===== src/rtl/core/lru_pkg.sv =====
package lru_pkg;

    localparam int ENTRIES = 16;
    localparam int IW      = $clog2(ENTRIES);
    localparam int CNTW    = $clog2(ENTRIES + 1);
    localparam int SW      = 4;
    localparam int CW      = (IW > SW) ? IW : SW;

    localparam logic MODE_TOUCH = 1'b0;
    localparam logic MODE_EVICT = 1'b1;

    typedef logic [IW-1:0] t_idx;
    typedef logic [SW-1:0] t_slot;

    typedef struct packed {
        logic we;
        t_idx waddr;
        t_idx wdata;
        logic re;
        t_idx raddr;
    } t_ram_req;

    typedef struct packed {
        logic  done;
        t_slot victim;
        logic  victim_valid;
    } t_res;

endpackage


===== src/rtl/core/lru_ram.sv =====
module lru_ram (
    input  logic              i_clk,
    input  logic              i_rst_n,
    input  lru_pkg::t_ram_req i_req,
    output lru_pkg::t_idx     o_rdata
);

    lru_pkg::t_idx                  r_mem [lru_pkg::ENTRIES];
    logic [lru_pkg::ENTRIES-1:0]    r_vld;
    lru_pkg::t_idx                  r_rdata;
    lru_pkg::t_idx                  r_raddr;
    logic                           r_rvld;

    always_ff @(posedge i_clk) begin
        if (i_req.we) begin
            r_mem[i_req.waddr] <= i_req.wdata;
        end
        if (i_req.re) begin
            r_rdata <= r_mem[i_req.raddr];
            r_raddr <= i_req.raddr;
        end
    end

    // unwritten places read back as their own index (identity order)
    always_ff @(posedge i_clk) begin
        if (!i_rst_n) begin
            r_vld  <= '0;
            r_rvld <= 1'b0;
        end else begin
            if (i_req.we) begin
                r_vld[i_req.waddr] <= 1'b1;
            end
            if (i_req.re) begin
                r_rvld <= r_vld[i_req.raddr];
            end
        end
    end

    assign o_rdata = r_rvld ? r_rdata : r_raddr;

endmodule


===== src/rtl/core/lru_seq.sv =====
module lru_seq (
    input  logic              i_clk,
    input  logic              i_rst_n,
    input  logic              i_valid,
    output logic              o_stall,
    input  logic              i_mode,
    input  lru_pkg::t_slot    i_slot,
    output lru_pkg::t_ram_req o_req,
    input  lru_pkg::t_idx     i_rdata,
    input  logic              i_out_free,
    output lru_pkg::t_res     o_res
);

    typedef enum logic [4:0] {
        ST_IDLE  = 5'b00001,
        ST_SCAN  = 5'b00010,
        ST_FIX   = 5'b00100,
        ST_EVICT = 5'b01000,
        ST_DONE  = 5'b10000
    } t_state;

    t_state                    r_state, n_state;
    lru_pkg::t_idx             r_head, n_head;
    logic [lru_pkg::CNTW-1:0]  r_pos, n_pos;
    lru_pkg::t_idx             r_daddr, n_daddr;
    lru_pkg::t_idx             r_paddr, n_paddr;
    lru_pkg::t_slot            r_slot, n_slot;
    lru_pkg::t_slot            r_victim, n_victim;
    logic                      r_found, n_found;
    logic                      r_evict, n_evict;

    lru_pkg::t_idx             w_pos;
    logic [lru_pkg::IW:0]      w_sum;
    lru_pkg::t_idx             w_place;
    logic                      w_match;
    logic                      w_last;

    // shared ring address unit: (head + pos) mod ENTRIES
    always_comb begin
        case (r_state)
            ST_EVICT: w_pos = lru_pkg::IW'(1);
            ST_SCAN:  w_pos = r_pos[lru_pkg::IW-1:0];
            default:  w_pos = '0;
        endcase
        w_sum = {1'b0, r_head} + {1'b0, w_pos};
        if (w_sum >= (lru_pkg::IW+1)'(lru_pkg::ENTRIES)) begin
            w_place = lru_pkg::IW'(w_sum - (lru_pkg::IW+1)'(lru_pkg::ENTRIES));
        end else begin
            w_place = lru_pkg::IW'(w_sum);
        end
    end

    assign w_match = (lru_pkg::CW'(i_rdata) == lru_pkg::CW'(r_slot));
    assign w_last  = (r_pos == lru_pkg::CNTW'(lru_pkg::ENTRIES));

    always_comb begin
        n_state  = r_state;
        n_head   = r_head;
        n_pos    = r_pos;
        n_daddr  = r_daddr;
        n_paddr  = r_paddr;
        n_slot   = r_slot;
        n_victim = r_victim;
        n_found  = r_found;
        n_evict  = r_evict;
        o_req    = '0;
        o_res.done         = 1'b0;
        o_res.victim       = r_evict ? r_victim : '0;
        o_res.victim_valid = r_evict;
        case (r_state)
            ST_IDLE: begin
                if (i_valid) begin
                    o_req.re    = 1'b1;
                    o_req.raddr = w_place;
                    n_slot      = i_slot;
                    n_daddr     = w_place;
                    n_found     = 1'b0;
                    n_pos       = lru_pkg::CNTW'(1);
                    n_evict     = (i_mode == lru_pkg::MODE_EVICT);
                    n_state     = (i_mode == lru_pkg::MODE_EVICT) ? ST_EVICT : ST_SCAN;
                end
            end
            ST_EVICT: begin
                n_victim = lru_pkg::SW'(i_rdata);
                n_head   = w_place;
                n_state  = ST_DONE;
            end
            ST_SCAN: begin
                // read ahead one place; past the match each beat moves up one place
                if (!w_last) begin
                    o_req.re    = 1'b1;
                    o_req.raddr = w_place;
                    n_pos       = r_pos + lru_pkg::CNTW'(1);
                    n_daddr     = w_place;
                    n_paddr     = r_daddr;
                end
                if (r_found) begin
                    o_req.we    = 1'b1;
                    o_req.waddr = r_paddr;
                    o_req.wdata = i_rdata;
                end else if (w_match) begin
                    n_found = 1'b1;
                end
                if (w_last) begin
                    n_state = (r_found || w_match) ? ST_FIX : ST_DONE;
                end
            end
            ST_FIX: begin
                o_req.we    = 1'b1;
                o_req.waddr = r_daddr;
                o_req.wdata = lru_pkg::IW'(r_slot);
                n_state     = ST_DONE;
            end
            ST_DONE: begin
                o_res.done = i_out_free;
                if (i_out_free) begin
                    n_state = ST_IDLE;
                end
            end
            default: begin
                n_state = ST_IDLE;
            end
        endcase
    end

    always_ff @(posedge i_clk) begin
        if (!i_rst_n) begin
            r_state <= ST_IDLE;
            r_head  <= '0;
        end else begin
            r_state <= n_state;
            r_head  <= n_head;
        end
    end

    always_ff @(posedge i_clk) begin
        r_pos    <= n_pos;
        r_daddr  <= n_daddr;
        r_paddr  <= n_paddr;
        r_slot   <= n_slot;
        r_victim <= n_victim;
        r_found  <= n_found;
        r_evict  <= n_evict;
    end

    assign o_stall = (r_state != ST_IDLE);

endmodule


===== src/rtl/core/lru_order_list.sv =====
// LRU order list: least-recently-used order of ENTRIES slot numbers.
// Input channel (i_valid / o_stall, fields i_mode, i_slot): a beat with
// mode touch moves i_slot to the most recent end; mode evict returns the
// least recent slot and makes it the most recent one.
// Output channel (o_valid / i_stall, fields o_victim, o_victim_valid): one
// beat per input beat, in order. Touch gives victim zero, victim_valid zero.
// A touch walks the whole ring through the order memory (one read and one
// write port) and the shared ring address unit, then writes the slot at the
// most recent end when it is held; an evict needs one memory read. Either
// way the next beat is taken only once the result has gone to the output
// register.
// o_stall is high from acceptance until the result is loaded into the output
// register. While the receiver stalls, the output beat holds, the next item
// is still taken and worked, and its result waits until the register frees.
// Synchronous reset restores the identity order with head 0 at once.
module lru_order_list (
    input  logic                i_clk,
    input  logic                i_rst_n,
    input  logic                i_valid,
    output logic                o_stall,
    input  logic                i_mode,
    input  logic [3:0]          i_slot,
    output logic                o_valid,
    input  logic                i_stall,
    output logic [3:0]          o_victim,
    output logic                o_victim_valid
);

    lru_pkg::t_ram_req  w_ram_req;
    lru_pkg::t_idx      w_rdata;
    lru_pkg::t_res      w_res;
    logic               w_out_free;

    logic               r_out_valid;
    lru_pkg::t_slot     r_victim;
    logic               r_victim_valid;

    lru_ram u_ram (
        .i_clk   (i_clk),
        .i_rst_n (i_rst_n),
        .i_req   (w_ram_req),
        .o_rdata (w_rdata)
    );

    lru_seq u_seq (
        .i_clk      (i_clk),
        .i_rst_n    (i_rst_n),
        .i_valid    (i_valid),
        .o_stall    (o_stall),
        .i_mode     (i_mode),
        .i_slot     (i_slot),
        .o_req      (w_ram_req),
        .i_rdata    (w_rdata),
        .i_out_free (w_out_free),
        .o_res      (w_res)
    );

    assign w_out_free = !r_out_valid || !i_stall;

    always_ff @(posedge i_clk) begin
        if (!i_rst_n) begin
            r_out_valid <= 1'b0;
        end else if (w_res.done) begin
            r_out_valid <= 1'b1;
        end else if (!i_stall) begin
            r_out_valid <= 1'b0;
        end
    end

    always_ff @(posedge i_clk) begin
        if (w_res.done) begin
            r_victim       <= w_res.victim;
            r_victim_valid <= w_res.victim_valid;
        end
    end

    assign o_valid        = r_out_valid;
    assign o_victim       = r_victim;
    assign o_victim_valid = r_victim_valid;

`ifndef SYNTHESIS
    a_touch_zero: assert property (@(posedge i_clk) disable iff (!i_rst_n)
        o_valid && !o_victim_valid |-> o_victim == 4'd0)
        else $error("touch beat with nonzero victim");

    a_busy_after_accept: assert property (@(posedge i_clk) disable iff (!i_rst_n)
        i_valid && !o_stall |=> o_stall)
        else $error("accepted beat did not start the sequencer");

    a_write_when_busy: assert property (@(posedge i_clk) disable iff (!i_rst_n)
        w_ram_req.we |-> o_stall)
        else $error("order memory written while idle");

    a_no_overwrite: assert property (@(posedge i_clk) disable iff (!i_rst_n)
        w_res.done |-> (!r_out_valid || !i_stall))
        else $error("result loaded over an untaken beat");
`endif

endmodule


===== config.mk =====
export PLATFORM = sky130hd
export DESIGN_NAME = lru_order_list
export DESIGN_NICKNAME = d
export VERILOG_FILES = /design/src/rtl/core/lru_pkg.sv /design/src/rtl/core/lru_ram.sv /design/src/rtl/core/lru_seq.sv /design/src/rtl/core/lru_order_list.sv
export SDC_FILE = /design/constraint.sdc
export NUM_CORES = 1
export LEC_CHECK = 0
export BUFFER_PORTS_ARGS = -buffer_cell sky130_fd_sc_hd__buf_2
export CORE_UTILIZATION = 35
export DETAILED_ROUTE_END_ITERATION = 8
export PLACE_DENSITY = 0.47
export SETUP_SLACK_MARGIN = 0.05
export SLEW_MARGIN = 25
export SYNTH_ARGS = -nofsm -noshare
export SYNTH_HDL_FRONTEND = slang
export SYNTH_HIERARCHICAL = 1
export SYNTH_SLANG_ARGS = --single-unit

===== constraint.sdc =====
create_clock -name i_clk -period 6.3 [get_ports i_clk]
set_clock_uncertainty 0.2 [all_clocks]
set_input_delay 0.945 -clock i_clk [delete_from_list [all_inputs] [get_ports i_clk]]
set_output_delay 0.945 -clock i_clk [all_outputs]
set_load 0.05 [all_outputs]

==> flow_metrics.env, run 1 <==
export IMPL_via_count_of_the_first_global_routing_pass=2828
export IMPL_initial_utilization=0.361
export IMPL_critPathArrivalTime_ns=4.35
export IMPL_yosys_most_used_dff="edfxtp_1"
export IMPL_worst_setup_path_start_kind="flip-flop"
export IMPL_cts_sink_count=127
export IMPL_final_number_of_hold_violating_endpoints=0
export IMPL_power_switching_share=0.205
export IMPL_synthesized_instance_count=325
export IMPL_power_sequential_fraction=0.473
export IMPL_top_signal_layer_used="met4"
export IMPL_min_delay_path_class="flip-flop to flip-flop"
export IMPL_final_common_cell="edfxtp_1"
export IMPL_synth_area_mm2=0.00529
export IMPL_violations="design-rule violations"
export IMPL_worst_hold_slack_ns=0.252
export IMPL_wl_met3_um=380
export IMPL_cts_root_buf="clkbuf_16"
export IMPL_timing_max_cap_violations=0
export IMPL_tightest_slew_ns=1.03
export IMPL_cp_data_required_time_ns=6.25
export IMPL_finalSetupViolations=0
export IMPL_drt_total_wl_um=10700
export IMPL_path_class="flip-flop to flip-flop"
export IMPL_insertion_delay_ns=0.42
export IMPL_finalPower_mw=1.95
export IMPL_avgViaCountPerCell=5.13
export IMPL_post_cts_resize_count=0
export IMPL_detailed_place_hpwl_um=7410
export IMPL_die_area_mm2=0.0156
export IMPL_core_area_mm2=0.0146
export IMPL_antenna_cells=0
export IMPL_globalplace_congestion=0.750
export IMPL_seq_area_frac_synth=0.670
export IMPL_r2r_slack_ns=1.90
export IMPL_grt_ovfl_total=0
export IMPL_clock_tree_buffer_depth=2
export IMPL_dr_total_vias=2788
export IMPL_synth_warnings=6
export IMPL_met2WireLength_um=4890
export IMPL_p_int_mw=1.55
export IMPL_floorplan_die_height_um=125
export IMPL_grt_antenna_before_repair=0
export IMPL_antenna_violating_nets_post_route=0
export IMPL_crit_fanout=20
export IMPL_tritoncts_num_buffers=17
export IMPL_fin_nets=362
export IMPL_std_cell_rows=44
export IMPL_reg2reg_to="u_ram/r_rdata[3]$_DFFE_PP_"
export IMPL_startpoint="u_seq/r_state[3]$_SDFFE_PN0P_"
export IMPL_clkSlewWorstSetupHoldPaths_ns=0.06
export IMPL_drt_wirelength_per_cell_um=19.7
export IMPL_synth_edff_count=100
export IMPL_final_min_period_over_clock_period=0.698
export IMPL_syn_avg_cell_area_um2=16.3
export IMPL_worstRegToRegCells=10
export IMPL_fillers=1321
export IMPL_ir_worst_vdd_uv=186
export IMPL_power_density_normalized_to_cell_area_mw_per_mm2=319
export IMPL_switching_power_mw=0.400
export IMPL_maximum_number_of_pins_on_one_net_before_global_route_repair=31
export IMPL_fin_tns_setup_ns=0
export IMPL_ctsHoldBuffers=0
export IMPL_drt_drc_violations_left=10
export IMPL_finalMaxSlewViolations=0
export IMPL_grt_first_pass_wirelength_um=16600
export IMPL_drt_initial_drc_count=241
export IMPL_cts_repair_timing_setup_buffer_count=0
export IMPL_power_static_leakage_nw=1.88
export IMPL_slew_headroom=0.315
export IMPL_placement_io_buffers=15
export IMPL_combinationalPowerShare=0.027
export IMPL_crit_path_end="u_ram/r_rdata[3]$_DFFE_PP_"
export IMPL_post_place_ws_ns=1.83
export IMPL_met1Wirelength_um=5340
export IMPL_worstSetupEndpointType="flip-flop"
export IMPL_fraction_of_synthesis_flops_using_an_asynchronous_set_or_reset_pin=0
export IMPL_syn_nets=340
export IMPL_fraction_of_final_layout_cells_with_drive_strength_greater_than_1=0.197
export IMPL_area_growth_from_synthesis_to_final_layout_pct=15.9
export IMPL_timing_final_crit_period_ns=4.40
export IMPL_timing_fmax_ghz=0.227
export IMPL_drt_pass1_iter_count=7
export IMPL_yosys_cell_types_count=54
export IMPL_cts_tree="yes"
export IMPL_h_tree_depth=4
export IMPL_die_x_um=125
export IMPL_worst_r2r_startpoint="u_seq/r_state[3]$_SDFFE_PN0P_"
export IMPL_ioPinCount=16
export IMPL_placement_cell_area_mm2=0.00552
export IMPL_power_share_clock=0.500
export IMPL_status="complete, but fails checks"
export IMPL_track_usage=0.148
export IMPL_commonest_cells_after_routing_fill_and_taps_aside="100 x edfxtp_1, 27 x dfxtp_1, 23 x nor2_1, 17 x clkbuf_16, 17 x o21a_1"
export IMPL_rsz0062_at_grt="false"
export IMPL_synth_ff_latch_count=127
export IMPL_finalWorstSetupSlack_ns=1.90
export IMPL_fin_area_mm2=0.00612
[per-stage QoR]
step	util	instances
after detailed placement	0.377	512
after floorplan	-	325
after global routing	0.418	544
after global placement	0.377	512
final	0.418	544
after CTS	0.418	544
[metal layers]
metal / vias up / GRT usage
met5: - / 0
met1: 1420 / 0.200
met2: 45 / 0.219
li1: 1315 / -
met3: 8 / 0.0503
met4: 0 / 0.0603
[cell usage after synthesis, types with 2 or more instances]
cell type    n  area [µm²]
edfxtp_1   100        3000
dfxtp_1     27         541
nor2_1      23        86.3
o21a_1      17         128
mux4_2      14         315
and2_1      11        68.8
inv_1       10        37.5
a22o_1       8        70.1
mux4_1       8         210
nand2_1      8        30.0
mux2i_1      7        70.1
nand3_1      6        30.0
xnor2_1      6        52.6
buf_2        5        25.0
clkbuf_1     5        18.8
ha_1         5        62.6
nor2b_1      5        31.3
and3_1       4        25.0
mux2_2       4        45.0
nand2b_1     4        25.0
nor3_1       4        20.0
nand3b_1     3        22.5
nor3b_1      3        22.5
a21oi_1      2        10.0
a221oi_1     2        17.5
a32oi_1      2        17.5
nand4_1      2        12.5
nor4_1       2        12.5
o21ai_0      2        10.0
xor2_1       2        17.5
[power by group through the flow]
stage          logic (mW)  clock network, mW  registers (mW)
2_1_floorplan      0.0381                  0           0.937
3_3_place_gp       0.0532                  0           0.940
3_5_place_dp       0.0530                  0           0.941
4_1_cts            0.0534              0.997           0.923
5_1_grt            0.0573               1.04           0.925
6_report           0.0524              0.975           0.924
[logic make-up after synthesis]
family,Yosys count,share of synthesized area
flip-flops,127,0.670
multiplexers,33,0.121
buffers and inverters,24,0.0234
AND/OR/NAND/NOR,82,0.0871
adder cells (fa/ha/maj),6,0.0156
XOR/XNOR,9,0.0178
AO/OA/AOI/OAI,44,0.0644
[registers in the layout, indices dropped and copies added (netlist names)]
register / count
o_victim_valid: 1
u_seq/r_paddr: 4
u_seq/r_daddr: 4
u_ram/r_rvld: 1
u_seq/r_pos: 5
u_ram/r_vld: 16
u_ram/r_raddr: 4
u_seq/r_evict: 1
u_seq/r_state: 5
u_ram/r_rdata: 4
o_valid: 1
u_seq/r_slot: 4
u_seq/r_found: 1
u_seq/r_head: 4
u_ram/r_mem: 64
o_victim: 4
u_seq/r_victim: 4
[area by class of cell]
| type | instances | area [µm²] | share of cell area |
|---|---|---|---|
| well taps | 184 | 230 | 0.0376 |
| clock buffers | 18 | 429 | 0.0701 |
| clock inverters | 14 | 169 | 0.0276 |
| flip-flops and latches | 127 | 3540 | 0.579 |
| repair buffers | 17 | 90.1 | 0.0147 |
| multi-input cells | 174 | 1620 | 0.265 |
| inverters | 10 | 37.5 | 0.00613 |
[worst max-delay path, cell delays in order (launching register included)]
cell,delay (ns)
dfxtp_1,0.43
or3b_4,0.43
nor3_4,0.42
nand2b_1,0.18
ha_1,0.16
inv_1,0.05
fa_1,0.45
inv_1,0.09
and2_1,0.80
mux4_2,0.45
mux4_2,0.47
[worst min path at each step]
stage,depth (start not counted),startpoint,slack (ns),end
2_1_floorplan,0,u_seq/r_daddr[0]$_DFFE_PP_,0.23,u_seq/r_paddr[0]$_DFFE_PP_
3_3_place_gp,0,u_seq/r_daddr[3]$_DFFE_PP_,0.24,u_seq/r_paddr[3]$_DFFE_PP_
3_5_place_dp,0,u_seq/r_daddr[3]$_DFFE_PP_,0.24,u_seq/r_paddr[3]$_DFFE_PP_
4_1_cts,0,u_seq/r_daddr[0]$_DFFE_PP_,0.25,u_seq/r_paddr[0]$_DFFE_PP_
5_1_grt,0,u_seq/r_daddr[0]$_DFFE_PP_,0.26,u_seq/r_paddr[0]$_DFFE_PP_
6_report,0,u_seq/r_daddr[3]$_DFFE_PP_,0.25,u_seq/r_paddr[3]$_DFFE_PP_
(Power assumes the default switching activity.)
==> run 2: changes to the inputs <==
==> constraint.sdc (replaced) <==
create_clock -name i_clk -period 4.2 [get_ports i_clk]
set_clock_uncertainty 0.2 [all_clocks]
set_input_delay 0.63 -clock i_clk [delete_from_list [all_inputs] [get_ports i_clk]]
set_output_delay 0.63 -clock i_clk [all_outputs]
set_load 0.05 [all_outputs]
==> run 2 against run 1 <==
The flow still finishes with violations (design-rule violations). Global-route usage is 1.0 points higher. Power is 50% higher. Worst hold slack got worse by 0.056 ns. Utilization increased by 0.36 points. Critical path depth grew 3. Via count is 5.4% higher. Sequential share of layout area shrank 0.49 points. Die area is the same. Critical endpoint is now u_ram/r_rvld$_SDFFE_PN0P_.
==> flow_metrics.env, run 2 (synthesized netlist as in run 1, its figures left out) <==
export IMPL_worstRegToRegCells=13
export IMPL_ordered_list_of_cells_on_the_worst_path="nor2_1, and3_1, nand2_1, inv_1, ha_1, a21o_1, a21oi_1, xor3_1, and2_1, nor2b_1, a221oi_1, nor2_1, o211ai_1"
export IMPL_detailed_place_hpwl_um=7800
export IMPL_hold_path_cell_count=1
export IMPL_grt_first_pass_wirelength_um=17800
export IMPL_cts_sink_count=127
export IMPL_path_class="flip-flop to flip-flop"
export IMPL_r2r_slack_ns=0.48
export IMPL_antenna_violating_nets_post_route=0
export IMPL_largest_register_ff_count=64
export IMPL_h_tree_depth=4
export IMPL_drt_total_wl_um=11600
export IMPL_final_common_cell="edfxtp_1"
export IMPL_drt_initial_drc_count=201
export IMPL_cts_root_buf="clkbuf_16"
export IMPL_power_density_normalized_to_cell_area_mw_per_mm2=474
export IMPL_clock_tree_buffer_depth=2
export IMPL_slew_headroom=0.412
export IMPL_timing_final_crit_period_ns=3.72
export IMPL_ioPinCount=16
export IMPL_insertion_delay_ns=0.41
export IMPL_crit_path_end="u_ram/r_rvld$_SDFFE_PN0P_"
export IMPL_fin_area_mm2=0.00618
export IMPL_reg2reg_to="u_ram/r_rvld$_SDFFE_PN0P_"
export IMPL_timing_fmax_ghz=0.269
export IMPL_dr_total_vias=2938
export IMPL_rsz0062_at_grt="false"
export IMPL_power_static_leakage_nw=1.94
export IMPL_post_place_ws_ns=0.514
export IMPL_grt_ovfl_total=0
export IMPL_finalSetupViolations=0
export IMPL_critical_path_slowest_cell="xor3_1"
export IMPL_initial_utilization=0.361
export IMPL_path_common_cell="nor2_1"
export IMPL_worstSetupEndpointType="flip-flop"
export IMPL_cts_tree="yes"
export IMPL_maximum_number_of_pins_on_one_net_before_global_route_repair=31
export IMPL_commonest_cells_after_routing_fill_and_taps_aside="100 x edfxtp_1, 27 x dfxtp_1, 23 x nor2_1, 17 x clkbuf_16, 17 x o21a_1"
export IMPL_worst_r2r_startpoint="u_seq/r_state[0]$_SDFFE_PN1P_"
export IMPL_grt_antenna_before_repair=0
export IMPL_antenna_cells=0
export IMPL_die_area_mm2=0.0156
export IMPL_std_cell_rows=44
export IMPL_avgViaCountPerCell=5.32
export IMPL_core_utilization_of_the_finished_layout=0.422
export IMPL_placement_io_buffers=15
export IMPL_ir_worst_vdd_uv=271
export IMPL_fin_nets=370
export IMPL_core_area_mm2=0.0146
export IMPL_finalWorstSetupSlack_ns=0.481
export IMPL_globalplace_congestion=0.801
export IMPL_track_usage=0.158
export IMPL_area_growth_from_synthesis_to_final_layout_pct=16.9
export IMPL_cp_data_required_time_ns=4.34
export IMPL_fin_tns_setup_ns=0
export IMPL_fraction_of_final_layout_cells_with_drive_strength_greater_than_1=0.217
export IMPL_ctsHoldBuffers=0
export IMPL_finalMaxSlewViolations=0
export IMPL_maximum_single_stage_delay_on_the_critical_path_ns=0.41
export IMPL_crit_fanout=9
export IMPL_final_min_period_over_clock_period=0.885
export IMPL_status="complete, but fails checks"
export IMPL_layout_top_registers="u_ram/r_mem: 64 flops, u_ram/r_vld: 16 flops"
export IMPL_drt_drc_violations_left=10
export IMPL_registers_top_by_ff_count="u_ram/r_mem"
export IMPL_die_x_um=125
export IMPL_min_delay_path_class="input port to flip-flop"
export IMPL_final_number_of_hold_violating_endpoints=0
export IMPL_timing_max_cap_violations=0
export IMPL_drt_pass1_iter_count=7
export IMPL_clkSlewWorstSetupHoldPaths_ns=0.06
export IMPL_worst_setup_path_start_kind="flip-flop"
export IMPL_violations="design-rule violations"
export IMPL_via_count_of_the_first_global_routing_pass=2993
export IMPL_floorplan_die_height_um=125
export IMPL_critPathArrivalTime_ns=3.85
export IMPL_drt_wirelength_per_cell_um=21.0
export IMPL_tritoncts_num_buffers=17
export IMPL_startpoint="u_seq/r_state[0]$_SDFFE_PN1P_"
export IMPL_tightest_slew_ns=0.875
export IMPL_cts_repair_timing_setup_buffer_count=0
export IMPL_post_cts_resize_count=0
export IMPL_placement_cell_area_mm2=0.00558
export IMPL_fillers=1315
## run 2: layout make-up
type                            count  area (µm²)  area share
Clock inverter                     14         158      0.0255
Tap cell                          184         230      0.0373
Multi-Input combinational cell    174        1620       0.262
Inverter                           10        37.5     0.00608
Clock buffer                       18         439      0.0711
Timing Repair Buffer               25         150      0.0243
Sequential cell                   127        3540       0.574
## run 2: how the worst min path moves through the flow
stage / slack (ns) / to / startpoint
after floorplan: 0.23 / u_seq/r_paddr[0]$_DFFE_PP_ / u_seq/r_daddr[0]$_DFFE_PP_
after global placement: 0.24 / u_seq/r_paddr[0]$_DFFE_PP_ / u_seq/r_daddr[0]$_DFFE_PP_
after detailed placement: 0.25 / u_seq/r_paddr[3]$_DFFE_PP_ / u_seq/r_daddr[3]$_DFFE_PP_
after CTS: 0.18 / u_seq/r_slot[0]$_DFFE_PP_ / i_slot[0]
after global routing: 0.18 / u_seq/r_slot[0]$_DFFE_PP_ / i_slot[0]
final: 0.20 / u_seq/r_slot[0]$_DFFE_PP_ / i_slot[0]
## run 2: critical path: cells and delay by family (launching register included)
kind,cells,cell delay (ns)
xor+xnor,1,0.41
flops,1,0.38
compound gates,4,1.04
fa+ha+maj,1,0.22
simple gates,6,1.33
buf+inv,1,0.07
## run 2: per-stage QoR
stage                     power (mW)  cells  hold WS, ns
after CTS                       2.96    552        0.181
after global placement          1.49    520        0.238
final                           2.93    552        0.197
after floorplan                 1.46    325        0.227
after detailed placement        1.50    520        0.250
after global routing            3.02    552        0.180
## run 2: power breakdown
part           internal (mW)  total (mW)  switching (mW)
Combinational         0.0300      0.0822          0.0522
Sequential              1.37        1.39          0.0171
Clock                  0.898        1.46           0.560
## run 2: per-layer routing
layer / vias to the layer above / share of wire / track usage
li1: 1335 / - / -
met1: 1507 / 0.48 / 0.215
met2: 84 / 0.46 / 0.242
met3: 12 / 0.050 / 0.0430
met4: 0 / 0.015 / 0.0631
met5: - / 0 / 0
==> run 3: changes to the inputs <==
--- a/config.mk
+++ b/config.mk
@@ -13,5 +13,4 @@
 export SLEW_MARGIN = 25
 export SYNTH_ARGS = -nofsm -noshare
 export SYNTH_HDL_FRONTEND = slang
-export SYNTH_HIERARCHICAL = 1
 export SYNTH_SLANG_ARGS = --single-unit
==> run 3 against run 2 <==
The run now ends clean. Via count up 33%. Wire length up 30%. Area after synthesis up 8.9%. Register-to-register slack worse by 0.03 ns. Global-route usage up 3.6 points. Critical endpoint is now u_ram.r_rdata[3]$_DFFE_PP_. Largest cell class unchanged.
==> flow_metrics.env, run 3 <==
export IMPL_maximum_number_of_pins_on_one_net_before_global_route_repair=28
export IMPL_worst_setup_path_start_kind="flip-flop"
export IMPL_via_count_of_the_first_global_routing_pass=3730
export IMPL_whs_endpoint="u_seq.r_slot[1]$_DFFE_PP_"
export IMPL_ir_worst_vdd_uv=298
export IMPL_seq_area_mm2=0.00354
export IMPL_critical_path_top_delay_family="buffers and inverters"
export IMPL_critPathArrivalTime_ns=3.80
export IMPL_top_signal_layer_used="met4"
export IMPL_fraction_of_synthesis_flops_using_an_asynchronous_set_or_reset_pin=0
export IMPL_tritoncts_num_buffers=17
export IMPL_die_x_um=130
export IMPL_timing_max_cap_violations=0
export IMPL_area_growth_from_synthesis_to_final_layout_pct=17.0
export IMPL_fin_area_mm2=0.00673
export IMPL_track_usage=0.194
export IMPL_synth_warnings=0
export IMPL_h_tree_depth=4
export IMPL_timing_fmax_ghz=0.267
export IMPL_finalSetupViolations=0
export IMPL_fraction_of_final_layout_cells_with_drive_strength_greater_than_1=0.167
export IMPL_cts_repair_timing_setup_buffer_count=0
export IMPL_synth_largest_area_cell="edfxtp_1"
export IMPL_status="completed"
export IMPL_clock_tree_buffer_depth=2
export IMPL_floorplan_die_height_um=130
export IMPL_final_min_period_over_clock_period=0.893
export IMPL_path_class="flip-flop to flip-flop"
export IMPL_cts_tree="yes"
export IMPL_core_area_mm2=0.0159
export IMPL_cp_data_required_time_ns=4.25
export IMPL_final_number_of_hold_violating_endpoints=0
export IMPL_synth_area_mm2=0.00576
export IMPL_antenna_cells=0
export IMPL_core_utilization_of_the_finished_layout=0.422
export IMPL_grt_antenna_before_repair=0
export IMPL_insertion_delay_ns=0.42
export IMPL_met2WireLength_um=6990
export IMPL_yosys_most_used_dff="edfxtp_1"
export IMPL_hold_path_cell_count=1
export IMPL_finalPower_mw=3.16
export IMPL_critical_path_slowest_cell="or4_1"
export IMPL_placement_cell_area_mm2=0.00609
export IMPL_ordered_list_of_cells_on_the_worst_path="nor2b_1, buf_4, nand3_1, inv_2, nor2_1, buf_4, inv_1, a21oi_1, or4_1, a22oi_1"
export IMPL_slew_headroom=0.361
export IMPL_post_synth_top_count_cell="edfxtp_1"
export IMPL_drt_pass1_iter_count=5
export IMPL_r2r_slack_ns=0.45
export IMPL_detailed_place_hpwl_um=10300
export IMPL_syn_nets=464
export IMPL_power_static_leakage_nw=2.30
export IMPL_rsz0062_at_grt="false"
export IMPL_finalMaxSlewViolations=0
export IMPL_worstSetupEndpointType="flip-flop"
export IMPL_drt_wirelength_per_cell_um=21.5
export IMPL_synth_cells_most_frequent="100 x edfxtp_1, 32 x nor2_1, 27 x dfxtp_1"
export IMPL_drt_initial_drc_count=355
export IMPL_path_common_cell="buf_4"
export IMPL_crit_fanout=23
export IMPL_syn_avg_cell_area_um2=12.8
export IMPL_synth_edff_count=100
export IMPL_cts_root_buf="clkbuf_16"
export IMPL_ctsHoldBuffers=0
export IMPL_synth_ff_latch_count=127
export IMPL_worstRegToRegCells=10
export IMPL_grt_ovfl_total=0
export IMPL_registers_top_by_ff_count="u_ram.r_mem"
export IMPL_timing_critical_path_buf_inv=4
export IMPL_largest_register_ff_count=64
export IMPL_avgViaCountPerCell=5.55
export IMPL_drt_total_wl_um=15100
export IMPL_worst_r2r_startpoint="u_seq.r_state[1]$_SDFFE_PN0P_"
export IMPL_globalplace_congestion=0.851
export IMPL_power_density_normalized_to_cell_area_mw_per_mm2=469
export IMPL_drt_drc_violations_left=0
export IMPL_synth_area_top_cells="edfxtp_1 52%, dfxtp_1 9.4%, mux2i_1 3.7%"
export IMPL_grt_first_pass_wirelength_um=23000
export IMPL_fin_tns_setup_ns=0
export IMPL_wl_met3_um=724
export IMPL_ioPinCount=16
export IMPL_initial_utilization=0.361
export IMPL_cts_sink_count=127
export IMPL_timing_final_crit_period_ns=3.75
export IMPL_fin_nets=487
export IMPL_min_delay_path_class="input port to flip-flop"
export IMPL_multiInputGateArea_mm2=0.00200
export IMPL_die_area_mm2=0.0170
export IMPL_post_cts_resize_count=0
export IMPL_synthesized_instance_count=450
export IMPL_seq_area_frac_synth=0.616
export IMPL_commonest_cells_after_routing_fill_and_taps_aside="100 x edfxtp_1, 32 x nor2_1, 27 x dfxtp_1, 21 x inv_1, 21 x mux2i_1"
export IMPL_antenna_violating_nets_post_route=0
export IMPL_tightest_slew_ns=0.954
export IMPL_reg2reg_to="u_ram.r_rdata[3]$_DFFE_PP_"
export IMPL_worst_hold_slack_ns=0.187
export IMPL_layout_top_registers="u_ram.r_mem: 64 flops, u_ram.r_vld: 16 flops"
export IMPL_synth_largest_type_area_fraction=0.522
export IMPL_final_common_cell="edfxtp_1"
export IMPL_placement_io_buffers=15
export IMPL_std_cell_rows=46
export IMPL_maximum_single_stage_delay_on_the_critical_path_ns=0.57
export IMPL_yosys_cell_types_count=64
export IMPL_fillers=1464
export IMPL_min_from="i_slot[1]"
export IMPL_dr_total_vias=3894
export IMPL_clkSlewWorstSetupHoldPaths_ns=0.06
export IMPL_met1Wirelength_um=7140
[run 3: cell count changes after synthesis, moves of 9 or more]
cell      before  now
nand2_1        8   17
nand3_1        6   16
inv_1         10   21
clkbuf_1       5   16
mux4_2        14    2
mux2i_1        7   21
a32oi_1        2   14
nor2_1        23   32
[run 3: cell type report]
cell class / instances / area share
multi-input cells: 274 / 0.297
clock inverters: 10 / 0.0273
flip-flops and latches: 127 / 0.526
clock buffers: 22 / 0.0689
inverters: 24 / 0.0134
repair buffers: 29 / 0.0268
well taps: 216 / 0.0401
[run 3: metrics by stage]
| stage | setup slack [ns] | instances |
|---|---|---|
| global placement | 0.614 | 670 |
| floorplan | 0.793 | 450 |
| global route | 0.243 | 702 |
| finish | 0.448 | 702 |
| detailed placement | 0.527 | 670 |
| CTS | 0.476 | 702 |
[run 3: kinds of logic after synthesis]
kind of cell / share of synthesized area
muxes: 0.0487
and+or+nand+nor: 0.114
adders and majority gates: 0.0122
DFF: 0.616
buffers and inverters: 0.0374
xor gates and xnor gates: 0.0165
AOI/OAI and AO/OA: 0.155
[run 3: worst max path at each step]
stage	start	slack (ns)	depth (start not counted)	to
floorplan	u_seq.r_state[1]$_SDFFE_PN0P_	0.79	14	u_ram.r_rdata[0]$_DFFE_PP_
global placement	u_seq.r_state[1]$_SDFFE_PN0P_	0.61	10	u_ram.r_rdata[3]$_DFFE_PP_
detailed placement	u_seq.r_state[1]$_SDFFE_PN0P_	0.53	10	u_ram.r_rdata[3]$_DFFE_PP_
CTS	u_seq.r_state[1]$_SDFFE_PN0P_	0.48	10	u_ram.r_rdata[3]$_DFFE_PP_
global route	u_seq.r_state[1]$_SDFFE_PN0P_	0.24	10	u_ram.r_rdata[3]$_DFFE_PP_
finish	u_seq.r_state[1]$_SDFFE_PN0P_	0.45	10	u_ram.r_rdata[3]$_DFFE_PP_
[run 3: power breakdown]
part,internal (mW),switching (mW)
Combinational,0.0481,0.0967
Sequential,1.37,0.0232
Clock,1.08,0.533
[run 3: worst register-to-register path: stages, from the launching register on]
cell and delay (ns):
dfxtp_1 0.55, nor2b_1 0.23, buf_4 0.21, nand3_1 0.29
inv_2 0.36, nor2_1 0.09, buf_4 0.19, inv_1 0.56
a21oi_1 0.13, or4_1 0.57, a22oi_1 0.20
[run 3: per-layer routing]
metal	GRT usage	up-vias
li1	-	1804
met1	0.263	1949
met2	0.300	122
met3	0.0504	19
met4	0.0698	0
met5	0	-
